--- src/sv/cms_pkg.sv ---
// Shared constants and types for the count-min sketch.
`default_nettype none

package cms_pkg;

    localparam int KeyW     = 32;
    localparam int SeedW    = 32;
    localparam int CntW     = 31;
    localparam int CfgIdxW  = 8;
    localparam int NumSeeds = 4;
    localparam int QueueDepth = 4;

    localparam int DefRows    = 4;
    localparam int DefColumns = 1024;

    localparam logic [KeyW-1:0] HashMul = 32'h9E37_79B1;
    localparam logic [CntW-1:0] CntMax  = 31'h7FFF_FFFF;

    // Configuration register indexes.
    localparam logic [CfgIdxW-1:0] SEED_ROW0 = 8'd0;
    localparam logic [CfgIdxW-1:0] SEED_ROW1 = 8'd1;
    localparam logic [CfgIdxW-1:0] SEED_ROW2 = 8'd2;
    localparam logic [CfgIdxW-1:0] SEED_ROW3 = 8'd3;

    typedef enum logic {
        FUNC_INSERT = 1'b0,
        FUNC_QUERY  = 1'b1
    } t_func;

    typedef enum logic [1:0] {
        ST_CLEAR,
        ST_IDLE,
        ST_EXEC
    } t_back_state;

endpackage

`default_nettype wire

--- src/sv/cms_front.sv ---
// Front end: seed registers and per-row hash of the incoming key.
`default_nettype none

module cms_front #(
    parameter int ROWS    = cms_pkg::DefRows,
    parameter int COLUMNS = cms_pkg::DefColumns
) (
    input  wire logic                                          i_clk,
    input  wire logic                                          i_rst_n,
    input  wire logic                                          i_cfg_wr,
    input  wire logic [cms_pkg::CfgIdxW-1:0]                   i_cfg_index,
    input  wire logic [cms_pkg::SeedW-1:0]                     i_cfg_data,
    input  wire logic [cms_pkg::KeyW-1:0]                      i_key,
    output logic [ROWS-1:0][$clog2(COLUMNS + 1) - 2:0]         o_cols
);
    import cms_pkg::*;

    localparam int ColW = $clog2(COLUMNS + 1) - 1;

    logic [SeedW-1:0] r_seed [NumSeeds];

    always_ff @(posedge i_clk) begin
        if (!i_rst_n) begin
            for (int i = 0; i < NumSeeds; i++) begin
                r_seed[i] <= SeedW'(i + 1);
            end
        end else if (i_cfg_wr) begin
            unique case (i_cfg_index)
                SEED_ROW0: r_seed[0] <= i_cfg_data;
                SEED_ROW1: r_seed[1] <= i_cfg_data;
                SEED_ROW2: r_seed[2] <= i_cfg_data;
                SEED_ROW3: r_seed[3] <= i_cfg_data;
                default: ;  // drop writes to unknown indexes
            endcase
        end
    end

    // One multiplier per row; rows beyond four reuse seeds cyclically.
    for (genvar g = 0; g < ROWS; g++) begin : g_lane
        logic [KeyW-1:0] w_prod;
        assign w_prod    = KeyW'((i_key ^ r_seed[g % NumSeeds]) * HashMul);
        assign o_cols[g] = w_prod[KeyW-1 -: ColW];
    end

endmodule

`default_nettype wire

--- config.mk ---
export PLATFORM = sky130hd
export DESIGN_NAME = cms_front
export DESIGN_NICKNAME = d
export VERILOG_FILES = /design/src/sv/cms_pkg.sv /design/src/sv/cms_front.sv
export SDC_FILE = /design/constraint.sdc
export NUM_CORES = 2
export LEC_CHECK = 0
export BUFFER_PORTS_ARGS = -buffer_cell sky130_fd_sc_hd__buf_2
export CELL_PAD_IN_SITES_DETAIL_PLACEMENT = 1
export CELL_PAD_IN_SITES_GLOBAL_PLACEMENT = 2
export CORE_ASPECT_RATIO = 1.5
export CORE_MARGIN = 3
export CORE_UTILIZATION = 30
export DETAILED_ROUTE_END_ITERATION = 12
export GPL_TIMING_DRIVEN = 0
export PLACE_DENSITY_LB_ADDON = 0.1
export SKIP_LAST_GASP = 1
export SYNTH_ARGS = -nofsm -noshare
export SYNTH_HDL_FRONTEND = slang
export SYNTH_SLANG_ARGS = --single-unit
--- constraint.sdc ---
create_clock -name i_clk -period 8.2 [get_ports i_clk]
set_clock_uncertainty 0.2 [all_clocks]
set_input_delay 0.41 -clock i_clk [delete_from_list [all_inputs] [get_ports i_clk]]
set_output_delay 0.41 -clock i_clk [all_outputs]
set_load 0.01 [all_outputs]
======== Yosys cells after proc, flatten, opt, wreduce, memory -nomap -nowiden ========
Memory sizes are Yosys's and may differ from the RTL's.
Index checks and enable logic that the tools add are counted.
storage, ports and cells
  bits of input ports ..................... 75
  memories kept ........................... 1
  flip-flop bits (word level) ............. 0
  bits in writable memories ............... 128
  bits in read-only memories .............. 0
  bits in latches ......................... 0
  logic and storage cells ................. 38
  output and inout bits ................... 40
memory list
  memory  depth  width  read ports  clocked after Yosys merged registers in  write ports  line             source
  r_seed  4      32     4           0                                        4            cms_front.sv:20  logic [SeedW-1:0] r_seed [NumSeeds];
operators by class
  multipliers ............................. 4
  order comparisons ....................... 0
  div/mod/pow operators ................... 0
  shift operators ......................... 0
  reduce and logical (&&, ||, !) cells .... 1
  equal/unequal tests ..................... 3
  bitwise logic cells ..................... 8
  muxes and demuxes ....................... 21
  add/subtract/negate cells ............... 0
operator list
  kind                                                                    number
  32-bit by 32-bit multiplier with 32-bit output (second input constant)  4
  32-bit two-way mux                                                      4
  32-bit bitwise XOR                                                      4
  1-bit two-way mux                                                       17
  8-bit by 2-bit equality test with 1-bit output (second input constant)  2
  8-bit by 1-bit equality test with 1-bit output (second input constant)  1
  8-bit zero test                                                         1
  1-bit bitwise OR                                                        4

======== Depth between registers and ports, before layout ========
  word-level depth ........................ 6
  depth in mapped cells ................... 30
  gate-level depth less buffers ........... 29

======== Least setup slack after synthesis ========
Ideal clock, no wire load.
  path kind ............................... input to output
  from .................................... in i_key[5] (netlist name)
  to ...................................... out o_cols[38] (netlist name)
  setup slack ............................. 208 ps
  required time ........................... 7,590 ps
  buffers on the path ..................... 1
  cell stages on the path ................. 25
  data arrival time ....................... 7,382 ps
  path through ............................ buf_6 xor2_1 xnor2_1 xnor2_1 fa_1 fa_1 inv_1 fa_1 inv_1 fa_1 fa_1 fa_1 inv_1 fa_1 inv_1 ha_1 nand4_1 o22a_1 a211oi_1 o41a_4 o211a_1 o21a_1 o21a_4 o31ai_1 xnor2_1
RTL lines
  element      line             source
  from (decl)  cms_front.sv:13  input wire logic [cms_pkg::KeyW-1:0] i_key,
  to (decl)    cms_front.sv:14  output logic [ROWS-1:0][$clog2(COLUMNS + 1) - 2:0] o_cols

==> flow_summary.yaml <==
worst_setup_path:
  crit_fanout: 4
  crit_required_ns: 7.59
  cp-start-kind: "flip-flop"
  endpoint_kind: "output pin"
  criticalPathCategory: "reg -> out"
  arrival_ns: 7.81
die:
  die_y_um: 450
  die_w_um: 302
  rows: 162
  coreArea_um2: 130000
  start_util: 0.303
  ioPinCount: 115
  dieArea_um2: 136000
global_route:
  grt_util_all_layers: 0.207
  grt_max_degree: 28
  grt_first_pass_wirelength_um: 202000
  grt_overflow: 0
  grt_pass1_vias: 30200
  antenna_found_initial: 18
finish:
  reg.largest.list: "r_seed: 128 flops"
  nNetsFinal: 5657
  largest-register: "r_seed"
  largest_reg_flops: 128
  synthToLayoutAreaGrowth_pct: 19.6
  drive_above_1_share: 0.160
job:
  cap_viol_max_count: 0
hold_path:
  hp-class: "in -> reg"
  worstHoldPathCells: 2
sta:
  whs_ns: 0.155
  period_needed_ns: 8.42
  worst_pin_slew_ns: 1.18
  fmax_mhz: 119
  maxSlewHeadroom: 0.209
  setup_viol: 3
  finalMaxSlewViolations: 0
  grt_setup_unrepaired: "yes"
  fin_crit_sh: 1.03
  layout_setup_ws_ns: -0.223
  hold_viol: 0
placed_design:
  place_hpwl_um: 117000
  gp_congestion: 0.853
  port_buffers: 105
route:
  avgViaCountPerCell: 4.41
  first_iter_violations: 924
  vias: 25700
  wl_per_cell_um: 23.3
  drt-total-wl_um: 136000
  drtAntennaViolNets: 0
  first_pass_iters: 5
  remaining_drc_errors: 0
clocking:
  cts_sinks: 128
  path_clk_slew_ns: 0.06
  cts_root_buf: "clkbuf_16"
  cts_tree: "built"
  cts_max_level: 4
  cts-buffers-inserted: 17
  cts_hold_buf: 0
  clockBufferDepth: 2
synth:
  synth-seq-cells: 128
  yosysUniqueCellTypes: 63
  synth_edf_count: 128
  syn_area_per_cell_um2: 10.5
  yosysWarnings: 0
  synth_flop_cell: "edfxtp_1"
  synth-async-reset-ratio: 0
  syn_inst: 3768
  post_synth_instance_area_um2: 39500
  ys_seq_area_frac: 0.0973
  synth_fp_nets: 5337
status:
  outcome: "finished with violations"
  violations: "setup timing"
[stage by stage]
step	TNS, ns	area, um2	setup slack, ns	utilization	cells
final	-0.579	47200	-0.223	0.362	5833
after global routing	-4.18	47200	-0.482	0.362	5823
after CTS	-3.45	45800	-0.439	0.352	5742
after detailed placement	-63.89	42500	-2.55	0.326	5603
after global placement	-63.57	42200	-2.54	0.324	5595
after floorplan	0	39500	0.208	-	3768
[cells in the final DEF (no fill, tap or decap), types with 46 or more instances in the layout]
cell / instances
buf_4: 161
fa_1: 741
ha_1: 691
buf_2: 103
xor2_1: 80
edfxtp_1: 128
inv_1: 1243
nand2_1: 54
and2_1: 124
xnor2_1: 162
nor2_1: 46
xor2_4: 48
[cell families (layout without fill, tap and decap cells)]
kind of cell / after synthesis / after routing / synth area share
xor+xnor: 370 / 370 / 0.0888
simple gates: 316 / 316 / 0.0421
compound gates: 144 / 144 / 0.0251
flops: 128 / 128 / 0.0973
other cells: 0 / 10 / 0
buf+inv: 1310 / 1643 / 0.125
fa+ha+maj: 1500 / 1500 / 0.622
[synth_stat cells, drive strengths merged, types with 2 or more instances]
| library cell | count | area share |
|---|---|---|
| a211oi | 6 | 0.0014 |
| ha | 721 | 0.23 |
| xnor2 | 221 | 0.050 |
| or3 | 10 | 0.0016 |
| and3 | 2 | 0.00032 |
| fa | 773 | 0.39 |
| o21a | 11 | 0.0023 |
| a21boi | 4 | 0.00076 |
| nand3 | 13 | 0.0016 |
| nor2 | 58 | 0.0055 |
| nand3b | 2 | 0.00038 |
| nor2b | 2 | 0.00032 |
| xnor3 | 7 | 0.0040 |
| buf | 3 | 0.00076 |
| maj3 | 6 | 0.0015 |
| or2 | 7 | 0.0011 |
| and2 | 126 | 0.020 |
| o41ai | 3 | 0.0013 |
| edfxtp | 128 | 0.097 |
| or4 | 2 | 0.00048 |
| xor2 | 141 | 0.034 |
| a21o | 30 | 0.0057 |
| nor3 | 21 | 0.0028 |
| inv | 1289 | 0.12 |
| a221oi | 2 | 0.00044 |
| nand2 | 59 | 0.0056 |
| nand4 | 8 | 0.0013 |
| o211ai | 2 | 0.00038 |
| o31ai | 3 | 0.00057 |
| o21bai | 7 | 0.0013 |
| o221ai | 2 | 0.00044 |
| a21oi | 38 | 0.0048 |
| o21ai | 27 | 0.0034 |
| clkbuf | 18 | 0.0017 |
[what timing repair did]
action / in CTS / in global routing
setup buffers: 107 / 82
gates resized for setup: 273 / 165
setup endpoints to repair: 40 / 32
pin swaps: 67 / 112
[critical path, cell delays in order (launching register included)]
cell        delay [ns]
edfxtp_1          0.45
xnor2_4           0.27
clkinvlp_4        0.27
xnor2_4           0.24
ha_4              0.22
fa_1              0.56
inv_2             0.06
fa_1              0.48
inv_1             0.05
fa_1              0.54
ha_4              0.23
fa_1              0.48
fa_1              0.53
inv_2             0.04
fa_1              0.55
inv_2             0.06
ha_4              0.26
buf_6             0.12
inv_1             0.06
o22ai_2           0.10
o41a_4            0.47
o211a_4           0.26
o21a_4            0.21
o21a_4            0.22
o41ai_4           0.25
xnor2_2           0.18
buf_2             0.17
[area by class of cell]
cell class                      count  area, um2
Timing Repair Buffer              301       2290
Clock buffer                       18        429
Tap cell                         1722       2150
Clock inverter                     14        213
Sequential cell                   128       3840
Buffer                             21        109
Multi-Input combinational cell   2330      33300
Fill cell                       14400      83100
Inverter                         1289       4900
Antenna cell                       10       25.0
[final timing paths]
kind                        from            end
hold / removal    i_cfg_data[18]  r_seed[3][18]
setup / recovery    r_seed[3][9]     o_cols[39]
[per-layer routing]
metal	vias to the layer above	wire length (um)	track usage
met5	-	0	0
met2	364	74900	0.395
met3	89	3550	0.0124
met1	13400	55100	0.255
li1	11800	-	-
met4	0	2440	0.0361
Power is not shown: default switching activity piles up to over one toggle a cycle in this logic, so the estimate is an artifact.
