File: config.mk
export PLATFORM = sky130hd
export DESIGN_NAME = cms_fifo
export DESIGN_NICKNAME = d
export VERILOG_FILES = /design/src/sv/cms_pkg.sv /design/src/sv/cms_fifo.sv
export SDC_FILE = /design/constraint.sdc
export NUM_CORES = 1
export LEC_CHECK = 0
export BUFFER_PORTS_ARGS = -buffer_cell sky130_fd_sc_hd__buf_2
export CORE_MARGIN = 8
export CORE_UTILIZATION = 50
export DETAILED_ROUTE_END_ITERATION = 10
export GPL_TIMING_DRIVEN = 0
export PLACE_DENSITY = 0.71
export SYNTH_ARGS = -nofsm -noshare
export SYNTH_HDL_FRONTEND = slang
export SYNTH_SLANG_ARGS = --single-unit
export TNS_END_PERCENT = 50
File: constraint.sdc
create_clock -name i_clk -period 4.5 [get_ports i_clk]
set_input_delay 0.675 -clock i_clk [delete_from_list [all_inputs] [get_ports i_clk]]
set_output_delay 0.675 -clock i_clk [all_outputs]
set_load 0.05 [all_outputs]
File: src/sv/cms_pkg.sv
// Shared constants and types for the count-min sketch.
`default_nettype none

package cms_pkg;

    localparam int KeyW     = 32;
    localparam int SeedW    = 32;
    localparam int CntW     = 31;
    localparam int CfgIdxW  = 8;
    localparam int NumSeeds = 4;
    localparam int QueueDepth = 4;

    localparam int DefRows    = 4;
    localparam int DefColumns = 1024;

    localparam logic [KeyW-1:0] HashMul = 32'h9E37_79B1;
    localparam logic [CntW-1:0] CntMax  = 31'h7FFF_FFFF;

    // Configuration register indexes.
    localparam logic [CfgIdxW-1:0] SEED_ROW0 = 8'd0;
    localparam logic [CfgIdxW-1:0] SEED_ROW1 = 8'd1;
    localparam logic [CfgIdxW-1:0] SEED_ROW2 = 8'd2;
    localparam logic [CfgIdxW-1:0] SEED_ROW3 = 8'd3;

    typedef enum logic {
        FUNC_INSERT = 1'b0,
        FUNC_QUERY  = 1'b1
    } t_func;

    typedef enum logic [1:0] {
        ST_CLEAR,
        ST_IDLE,
        ST_EXEC
    } t_back_state;

endpackage

`default_nettype wire

File: src/sv/cms_fifo.sv
// Small synchronous queue of fixed-width words.
`default_nettype none

module cms_fifo #(
    parameter int WIDTH = 8,
    parameter int DEPTH = cms_pkg::QueueDepth
) (
    input  wire logic             i_clk,
    input  wire logic             i_rst_n,
    input  wire logic             i_push,
    input  wire logic [WIDTH-1:0] i_data,
    output logic                  o_full,
    input  wire logic             i_pop,
    output logic      [WIDTH-1:0] o_data,
    output logic                  o_empty
);
    localparam int PtrW = (DEPTH > 1) ? $clog2(DEPTH) : 1;
    localparam int CntBits = $clog2(DEPTH + 1);

    logic [WIDTH-1:0]   r_mem [DEPTH];
    logic [PtrW-1:0]    r_wr_ptr;
    logic [PtrW-1:0]    r_rd_ptr;
    logic [CntBits-1:0] r_count;
    logic               w_do_push;
    logic               w_do_pop;

    assign o_full    = (r_count == CntBits'(DEPTH));
    assign o_empty   = (r_count == '0);
    assign w_do_push = i_push && !o_full;
    assign w_do_pop  = i_pop && !o_empty;
    assign o_data    = r_mem[r_rd_ptr];

    always_ff @(posedge i_clk) begin
        if (w_do_push) begin
            r_mem[r_wr_ptr] <= i_data;
        end
    end

    always_ff @(posedge i_clk) begin
        if (!i_rst_n) begin
            r_wr_ptr <= '0;
            r_rd_ptr <= '0;
            r_count  <= '0;
        end else begin
            if (w_do_push) begin
                r_wr_ptr <= (r_wr_ptr == PtrW'(DEPTH - 1)) ? '0 : r_wr_ptr + 1'b1;
            end
            if (w_do_pop) begin
                r_rd_ptr <= (r_rd_ptr == PtrW'(DEPTH - 1)) ? '0 : r_rd_ptr + 1'b1;
            end
            if (w_do_push && !w_do_pop) begin
                r_count <= r_count + 1'b1;
            end else if (w_do_pop && !w_do_push) begin
                r_count <= r_count - 1'b1;
            end
        end
    end

endmodule

`default_nettype wire

# After elaboration in Yosys (flattened, before gate mapping)
# Memory sizes are Yosys's and may differ from the RTL's. A register that Yosys moved wholly into a read port is not among the register bits.
# Cells that the tools add are included.
# op_classes
reduce_logical	10
addsub	4
n_mux	8
n_eq_ne	3
# ops
operator	n
two-way mux 2 bit	4
two-way mux 3 bit	2
adder 2 x 1 -> 2 bit (second input constant)	2
== test 2 bit (second input constant)	2
logical AND 1 bit	4
zero test 1 bit	4
adder 3 x 1 -> 3 bit (second input constant)	1
== test 3 bit (second input constant)	1
zero test 3 bit	1
subtractor 3 x 1 -> 3 bit (second input constant)	1
two-way mux 1 bit	2
nonzero test 2 bit	1
# word_totals
ramBits	32
wordCells	29
regBits	7
n_memories	1
output_inout_bits	10
# memory_table
memory	words	word_bits	read_ports	rd_ports_with_merged_regs	write_ports	line_no	text
r_mem	4	8	1	1	1	cms_fifo.sv:20	logic [WIDTH-1:0] r_mem [DEPTH];

# Logic depth before layout (Yosys ltp)
# Gate-level depths: netlist (run 1).
# depth
depth_word	7
mapped_depth	9

# Worst setup path before layout (run 1)
# No wires, ideal clock.
# synth_timing
kind	register -> register
start	register r_count[1]
end	register r_count[2]
arrival_time_ps	2259
period_less_slack_ps	2335
path_stages_with_launch	10
path_slack_ps	2165
cell_sequence	dfxtp_1 > nor3b_2 > nor2b_1 > buf_2 > ha_1 > inv_1 > fa_1 > xor2_1 > or3_1 > a21boi_0
# synth_between
elab_chain_len	6
word_cells_on_any_way	15
# synth_lines
element	line_no	text
start, declared	cms_fifo.sv:23	logic [CntBits-1:0] r_count;
start signal, assigned	cms_fifo.sv:52	r_count <= r_count + 1'b1;
start signal, assigned	cms_fifo.sv:54	r_count <= r_count - 1'b1;
== test 3 bit (*)	cms_fifo.sv:27	assign o_full = (r_count == CntBits'(DEPTH));
net o_full	cms_fifo.sv:12	output logic o_full,
zero test 1 bit (*)	cms_fifo.sv:29	assign w_do_push = i_push && !o_full;
logical AND 1 bit (*)	cms_fifo.sv:29	
net w_do_push	cms_fifo.sv:24	logic w_do_push;
zero test 1 bit	cms_fifo.sv:53	end else if (w_do_pop && !w_do_push) begin
logical AND 1 bit	cms_fifo.sv:53	
nonzero test 2 bit (no source line)	--	
# Mark *: on every way through the listed nets, which the timed path passes. The rest lies on a longest branch. The select of a mux whose other input is x is not followed.
# A chain may end at the register's enable or synchronous reset.

# Worst setup path in the final report (run 1)
# layout_timing
start	register r_count[0]
end	register r_count[2]
# layout_between
elab_chain_len	6
word_cells_on_any_way	15
# layout_lines
element
parallel branches: the longest is 6 deep, another holds subtractor 3 x 1 -> 3 bit
# Parallel ways; which one is timed is not known. The select of a mux whose other input is x is not followed.

==> results.txt, run 1 <==
----------------------------------------------------
[Pwr]
  Part of the total power dissipated in sequential elements ... 46.5%
  Worst IR Drop VDD ... 0.253 mV
  Switching share of power ... 38.2%
  Cell Pwr Density ... 576 mW/mm²
  Clock network fraction of total power ... 16.6%
  Total power ... 0.00106 W
  Switching pwr ... 0.000407 W
  Total leakage power ... 0.676 nW
  Part of the total power dissipated in combinational logic ... 36.9%
  Cell Int Power ... 0.000657 W

[Worst setup path]
  Max FO, Critical Path ... 5
  Type of the worst setup path ... reg -> reg
  Startpoint kind of the worst setup timing path ... flop
  Endpoint kind of the worst setup timing path ... flop
  Required arrival time at the worst endpoint ... 4.78 ns
  Arrival time at the worst endpoint ... 2.68 ns

[Synthesis]
  Share of synthesized registers carrying an async set or reset ... 0%
  Count of distinct cell types in the synthesized netlist ... 23
  Library cell occupying the most area in the post-synthesis netlist ... sky130_fd_sc_hd__edfxtp_1
  Fraction of the yosys area taken by sequential cells ... 70.0%
  Number of flops mapped to enable cells by yosys ... 32
  Cell with the most instances after synthesis ... sky130_fd_sc_hd__edfxtp_1
  Synth Net Count ... 112
  Number of standard cells after synthesis ... 93
  Ranking of synthesized cells by instance count ... 32 x sky130_fd_sc_hd__edfxtp_1, 9 x sky130_fd_sc_hd__dfxtp_1, 8 x sky130_fd_sc_hd__mux4_2
  Number of register bits inferred by synthesis ... 41
  Post-synthesis instance area ... 0.00163 mm²
  Dominant synthesized flop cell ... sky130_fd_sc_hd__edfxtp_1
  Fraction of post-synthesis cell area in the top cell type by area ... 58.9%
  Synthesis warning total ... 0
  Synthesized area per cell ... 17.5 µm²
  Area contributors post-synth ... sky130_fd_sc_hd__edfxtp_1 59%, sky130_fd_sc_hd__dfxtp_1 11%, sky130_fd_sc_hd__mux4_2 11%, sky130_fd_sc_hd__ha_1 4.6%, sky130_fd_sc_hd__and2_1 1.9%

[STA]
  Final number of setup-violating endpoints ... 0
  Minimum period implied by the final worst setup slack ... 2.41 ns
  Worst rel slew slack ... 60.5%
  Highest clock rate ... 416 MHz
  Setup TNS ... 0 ns
  Setup repair after global routing missed its margin ... no
  Period Utilization, post-route ... 53.5%
  Actual slew at the worst max-slew pin ... 0.587 ns
  Worst clock skew on the final layout ... 0.0133 ns
  Hold violation count in the final report ... 0
  Max-slew violations ... 0

[Finish]
  Share of post-route cells with drive strength above 1 ... 32.0%
  Area of the multi-input gates ... 460 µm²
  Post-synthesis to final-layout area growth ... 13.2%
  Number of standard cells in the final layout excluding fillers ... 166
  Net count, final ... 140
  Antenna diode count ... 0
  # fillers ... 251
  FF/Latch Area ... 0.00114 mm²

[Global routing]
  Maximum number of pins on one net before global-route repair ... 14
  Final global-route overflow total ... 0
  Total global routing track utilization ... 11.0%
  First-pass GRT wire length ... 4230 µm
  Antenna violations before repair ... 0
  Vias in the first global route ... 907

[CTS]
  Maximum clock path buffer count ... 2
  Clock sink count ... 41
  Number of buffers inserted to repair setup after CTS ... 0
  Number of gates resized after CTS ... 0
  Clock-pin slew on the worst setup and hold paths ... 0.11 ns
  CTS HTree Levels ... 2
  Clock tree root buffer cell ... sky130_fd_sc_hd__clkbuf_4
  TritonCTS clock tree ... yes
  Hold buffers post-CTS ... 0
  Clock buffer count from CTS ... 5
  Clk_lat worst skew ... 0.35 ns

[Floorplanning]
  Total die area ... 0.00534 mm²
  Core footprint ... 0.00308 mm²
  Number of placed I/O pins ... 22
  Die H ... 73.1 µm
  Initial cell density of the core ... 53.0%
  Number of standard-cell rows in the floorplan ... 20
  Die extent in x ... 73.1 µm

[Placed design]
  Cell count after placement ... 158
  Final weighted congestion of routability-driven global placement ... 0.743
  IO buf count ... 21
  Detailed placement HPWL ... 1820 µm

[Drt]
  Drt initial violations ... 63
  Length of the first detailed-routing pass in iterations ... 4
  Post-detailed-route via-to-cell ratio ... 5.13
  Routed wire length ... 2620 µm
  Post-DR wirelength/cell ... 15.8 µm
  Number of remaining DRC errors ... 0
  Residual antenna-violating net count after detailed routing ... 0
  Count of vias placed by the detailed router ... 851

[Job]
  Max-capacitance violation count ... 0

[Min path]
  Kind of path behind the tightest hold check ... reg -> reg

[Outcome]
  Outcome ... finished, final reports clean

----------------------------------------------------
## worst max-delay path, stage by stage (launching register included)
cell                       delay (ns)
sky130_fd_sc_hd__dfxtp_1         0.39
sky130_fd_sc_hd__o31ai_1         0.55
sky130_fd_sc_hd__ha_1            0.31
sky130_fd_sc_hd__inv_1           0.07
sky130_fd_sc_hd__fa_1            0.38
sky130_fd_sc_hd__xor2_1          0.17
sky130_fd_sc_hd__or3_1           0.31
sky130_fd_sc_hd__a21boi_0        0.16
## power groups by stage
| stage | logic, W | registers [W] | clock network, W |
|---|---|---|---|
| after floorplan | 0.000319 | 0.000496 | 0 |
| after global placement | 0.000389 | 0.000500 | 0 |
| after detailed placement | 0.000398 | 0.000504 | 0 |
| after CTS | 0.000399 | 0.000496 | 0.000180 |
| after global routing | 0.000423 | 0.000503 | 0.000197 |
| final | 0.000392 | 0.000495 | 0.000177 |
## registers in the layout, summed over array words and instances (netlist names), named ones only
signal    cells
r_rd_ptr      2
r_wr_ptr      2
r_mem        32
r_count       3
## logic make-up (layout without fill, tap and decap cells)
family	after synthesis	in the layout	synth area share, %
muxes	11	11	12.9
DFF	41	41	70.0
AOI/OAI and AO/OA	5	5	1.84
adders and majority gates	7	7	5.83
and+or+nand+nor	20	20	6.60
buffers and inverters	7	36	1.76
xor gates and xnor gates	2	2	1.07
## layout by cell type, fill, tap and decap left out
cell	n
sky130_fd_sc_hd__a21boi_0	1
sky130_fd_sc_hd__and2_1	5
sky130_fd_sc_hd__buf_1	1
sky130_fd_sc_hd__buf_2	23
sky130_fd_sc_hd__clkbuf_1	1
sky130_fd_sc_hd__clkbuf_4	5
sky130_fd_sc_hd__clkinv_1	1
sky130_fd_sc_hd__clkinv_2	1
sky130_fd_sc_hd__clkinv_4	1
sky130_fd_sc_hd__dfxtp_1	9
sky130_fd_sc_hd__edfxtp_1	32
sky130_fd_sc_hd__fa_1	1
sky130_fd_sc_hd__ha_1	6
sky130_fd_sc_hd__inv_1	3
sky130_fd_sc_hd__mux2i_1	3
sky130_fd_sc_hd__mux4_2	8
sky130_fd_sc_hd__nand2_1	6
sky130_fd_sc_hd__nand3_1	2
sky130_fd_sc_hd__nor2_1	2
sky130_fd_sc_hd__nor2b_1	2
sky130_fd_sc_hd__nor3_1	1
sky130_fd_sc_hd__nor3b_2	1
sky130_fd_sc_hd__o21ai_0	3
sky130_fd_sc_hd__o31ai_1	1
sky130_fd_sc_hd__or3_1	1
sky130_fd_sc_hd__xnor2_1	1
sky130_fd_sc_hd__xor2_1	1
## through the flow
stage | hold slack, ns | util, % | setup WS [ns] | instance area (µm²)
after floorplan | 0.468 | - | 2.17 | 1630
after global placement | 0.485 | 58.2 | 2.19 | 1790
after detailed placement | 0.517 | 58.2 | 2.05 | 1790
after CTS | 0.519 | 60.0 | 2.05 | 1850
after global routing | 0.513 | 60.0 | 1.93 | 1850
final | 0.524 | 60.0 | 2.09 | 1850
## final timing paths
check	startpoint	cells past startpoint	slack, ns	to
setup reg to reg	r_count[0]	7	2.09	r_count[2]
hold reg to reg	r_wr_ptr[1]	2	0.52	r_wr_ptr[1]
hold / removal	r_wr_ptr[1]	2	0.52	r_wr_ptr[1]
setup / recovery	r_count[0]	7	2.09	r_count[2]
## cell type report
class	count	share of cell area [%]
Sequential cell	41	61.8
Buffer	4	0.949
Timing Repair Buffer	21	5.69
Clock inverter	3	0.949
Tap cell	44	2.98
Inverter	3	0.610
Multi-Input combinational cell	45	24.9
Clock buffer	5	2.03
## routing by layer
metal  up-vias  track usage, %  routed length, µm  share of wire (%)
met5         -               0                  0                  0
met3         5            3.57                151                5.8
met1       422            11.8               1050                 40
li1        407               -                  -                  -
met2        17            18.5               1370                 52
met4         0            6.67                 44                1.7
(Power assumes the default switching activity.)
==> inputs of run 2 (changes only) <==
--- a/config.mk
+++ b/config.mk
@@ -10,7 +10,7 @@
 export CORE_UTILIZATION = 50
 export DETAILED_ROUTE_END_ITERATION = 10
 export GPL_TIMING_DRIVEN = 0
-export PLACE_DENSITY = 0.71
+export PLACE_DENSITY = 0.74
 export SYNTH_ARGS = -nofsm -noshare
 export SYNTH_HDL_FRONTEND = slang
 export SYNTH_SLANG_ARGS = --single-unit
==> constraint.sdc (replaced) <==
create_clock -name i_clk -period 2.2 [get_ports i_clk]
set_input_delay 0.33 -clock i_clk [delete_from_list [all_inputs] [get_ports i_clk]]
set_output_delay 0.33 -clock i_clk [all_outputs]
set_load 0.05 [all_outputs]
==> results.txt, run 2 (same netlist as run 1, synthesis figures left out) <==
----------------------------------------------------
[Outcome]
  Outcome ... finished, final reports clean

[Pwr]
  Cell Pwr Density ... 1170 mW/mm² (+100%)
  Worst IR Drop VDD ... 0.639 mV (+150%)
  Total leakage power ... 0.682 nW (+0.91%)

[STA]
  Worst clock skew on the final layout ... 0.0143 ns (+0.000980 ns)
  Minimum period implied by the final worst setup slack ... 2.08 ns (-0.321 ns)
  Period Utilization, post-route ... 94.7% (+41 points)
  Max-slew violations ... 0 (unchanged)
  Actual slew at the worst max-slew pin ... 0.497 ns (-0.0899 ns)
  Worst rel slew slack ... 66.8% (+6.3 points)
  Highest clock rate ... 480 MHz (+15%)
  Setup repair after global routing missed its margin ... no
  Final worst setup slack ... 0.116 ns (-1.98 ns)
  Final number of setup-violating endpoints ... 0 (unchanged)
  Hold violation count in the final report ... 0 (unchanged)

[CTS]
  TritonCTS clock tree ... yes
  Clock tree root buffer cell ... sky130_fd_sc_hd__clkbuf_4
  Clock sink count ... 41 (unchanged)
  Clock buffer count from CTS ... 5 (unchanged)
  Clock-pin slew on the worst setup and hold paths ... 0.12 ns (about the same)
  CTS HTree Levels ... 2 (unchanged)
  Clk_lat worst skew ... 0.34 ns (about the same)
  Maximum clock path buffer count ... 2 (unchanged)

[Worst setup path]
  Startpoint kind of the worst setup timing path ... flop
  Arrival time at the worst endpoint ... 2.35 ns (-0.33 ns)
  Type of the worst setup path ... reg -> reg
  Endpoint kind of the worst setup timing path ... flop
  Flop2flop setup slack ... 0.12 ns (-1.98 ns)
  CP peak stage delay ... 0.38 ns (-0.17 ns)
  Required arrival time at the worst endpoint ... 2.47 ns (-2.31 ns)
  CP Cell Sequence ... o31ai_4, ha_2, inv_1, fa_1, xor2_1, or3_1, a21boi_1
  Max FO, Critical Path ... 5 (unchanged)
  Cell with the largest stage delay on the worst path ... sky130_fd_sc_hd__dfxtp_2

[Floorplanning]
  Number of standard-cell rows in the floorplan ... 20 (unchanged)
  Core footprint ... 0.00308 mm² (unchanged)
  Die H ... 73.1 µm (unchanged)
  Number of placed I/O pins ... 22 (unchanged)
  Initial cell density of the core ... 53.0% (unchanged)
  Total die area ... 0.00534 mm² (unchanged)
  Die extent in x ... 73.1 µm (unchanged)

[Placed design]
  DP Area ... 0.00180 mm² (+0.35%)
  Final weighted congestion of routability-driven global placement ... 0.673 (-9.3%)
  Pre-CTS setup slack ... -0.137 ns (-2.18 ns)
  Detailed placement HPWL ... 1810 µm (-0.55%)
  IO buf count ... 21 (unchanged)

[Finish]
  Net count, final ... 141 (+0.71%)
  Largest regs ... r_mem (32), r_count (3)
  Number of flip-flops under the largest register name ... 32 (unchanged)
  Antenna diode count ... 0 (unchanged)
  Utilization after layout ... 61.1% (+1.1 points)
  Top library cells by usage in the layout, fill and taps aside ... 32 x sky130_fd_sc_hd__edfxtp_1, 22 x sky130_fd_sc_hd__buf_2, 8 x sky130_fd_sc_hd__mux4_2
  Share of post-route cells with drive strength above 1 ... 36.6% (+4.6 points)
  # fillers ... 264 (+5.2%)
  Reg with most FFs ... r_mem
  Area of the multi-input gates ... 483 µm² (+4.9%)
  Post-synthesis to final-layout area growth ... 15.3%
  FF/Latch Area ... 0.00115 mm² (+0.55%)
  Final instance area ... 0.00188 mm² (+1.9%)
  Most common cell after layout, fill and taps aside ... sky130_fd_sc_hd__edfxtp_1

[Drt]
  Post-detailed-route via-to-cell ratio ... 4.90 (-4.5%)
  Number of remaining DRC errors ... 0 (unchanged)
  Count of vias placed by the detailed router ... 818 (-3.9%)
  Routed wire length ... 2510 µm (-4.2%)
  Residual antenna-violating net count after detailed routing ... 0 (unchanged)
  Drt initial violations ... 84 (+33%)
  Post-DR wirelength/cell ... 15.0 µm (-4.8%)
  Length of the first detailed-routing pass in iterations ... 4 (unchanged)

[Global routing]
  Antenna violations before repair ... 0 (unchanged)
  Final global-route overflow total ... 0 (unchanged)
  Total global routing track utilization ... 10.9% (-0.18 points)
  Vias in the first global route ... 906 (-0.11%)
  Maximum number of pins on one net before global-route repair ... 13 (-1)
  First-pass GRT wire length ... 4240 µm (+0.17%)

[Min path]
  Kind of path behind the tightest hold check ... in -> reg

[Job]
  Max-capacitance violation count ... 0 (unchanged)

----------------------------------------------------
==> run 2: area by class of cell <==
cell class	count	area share, %
clock inverter	2	0.532
clock buffer	6	2.20
timing repair buffer	22	5.99
sequential	41	61.0
inverter	3	0.599
multi-input combinational	45	25.7
tap	44	2.93
buffer	4	1.06
==> run 2: through the flow <==
step	TNS (ns)	instances	hold WS, ns	total power, W
6_report	0	167	0.194	0.00220
5_1_grt	0	167	0.175	0.00232
4_1_cts	0	166	0.179	0.00222
3_5_place_dp	-0.137	158	0.511	0.00185
3_3_place_gp	-0.0659	158	0.483	0.00183
2_1_floorplan	0	93	0.429	0.00168
==> run 2: path summary, 6_finish.rpt <==
kind / startpoint / to / cells past startpoint
worst max register to register: r_count[1] / r_count[2] / 7
worst min register to register: r_wr_ptr[1] / r_wr_ptr[1] / 2
worst max-delay path: r_count[1] / r_count[2] / 7
worst min-delay path: i_data[2] / r_mem[0][2] / 1
==> run 2: repair_timing <==
action	4_1_cts	5_1_grt
buffers inserted	0	1
gates resized for setup	4	5
setup endpoints to repair	1	1
pin swaps	0	0
cloned	0	0
hold buffers	0	0
==> run 2: worst max-delay path: cells and delay by family, from the launching register on <==
kind                       cells  cell delay (ns)
and+or+nand+nor                1             0.31
adders and majority gates      2             0.64
xor gates and xnor gates       1             0.16
AOI/OAI and AO/OA              2             0.47
DFF                            1             0.38
buffers and inverters          1             0.06
==> run 2: power by group <==
group          internal [W]  switching [W]  leakage, nW
clock network      0.000122       0.000221       0.0320
registers          0.000958      0.0000738        0.369
logic              0.000293       0.000530        0.282
total               0.00137       0.000824        0.682
==> run 2: layer usage <==
| metal | GRT usage [%] | share of wire [%] | wire length (µm) | vias to the layer above |
|---|---|---|---|---|
| met4 | 6.00 | 2.2 | 56 | 0 |
| met3 | 3.71 | 5.4 | 136 | 7 |
| met2 | 18.7 | 55 | 1370 | 16 |
| met5 | 0 | 0 | 0 | - |
| li1 | - | - | - | 407 |
| met1 | 11.3 | 38 | 944 | 388 |
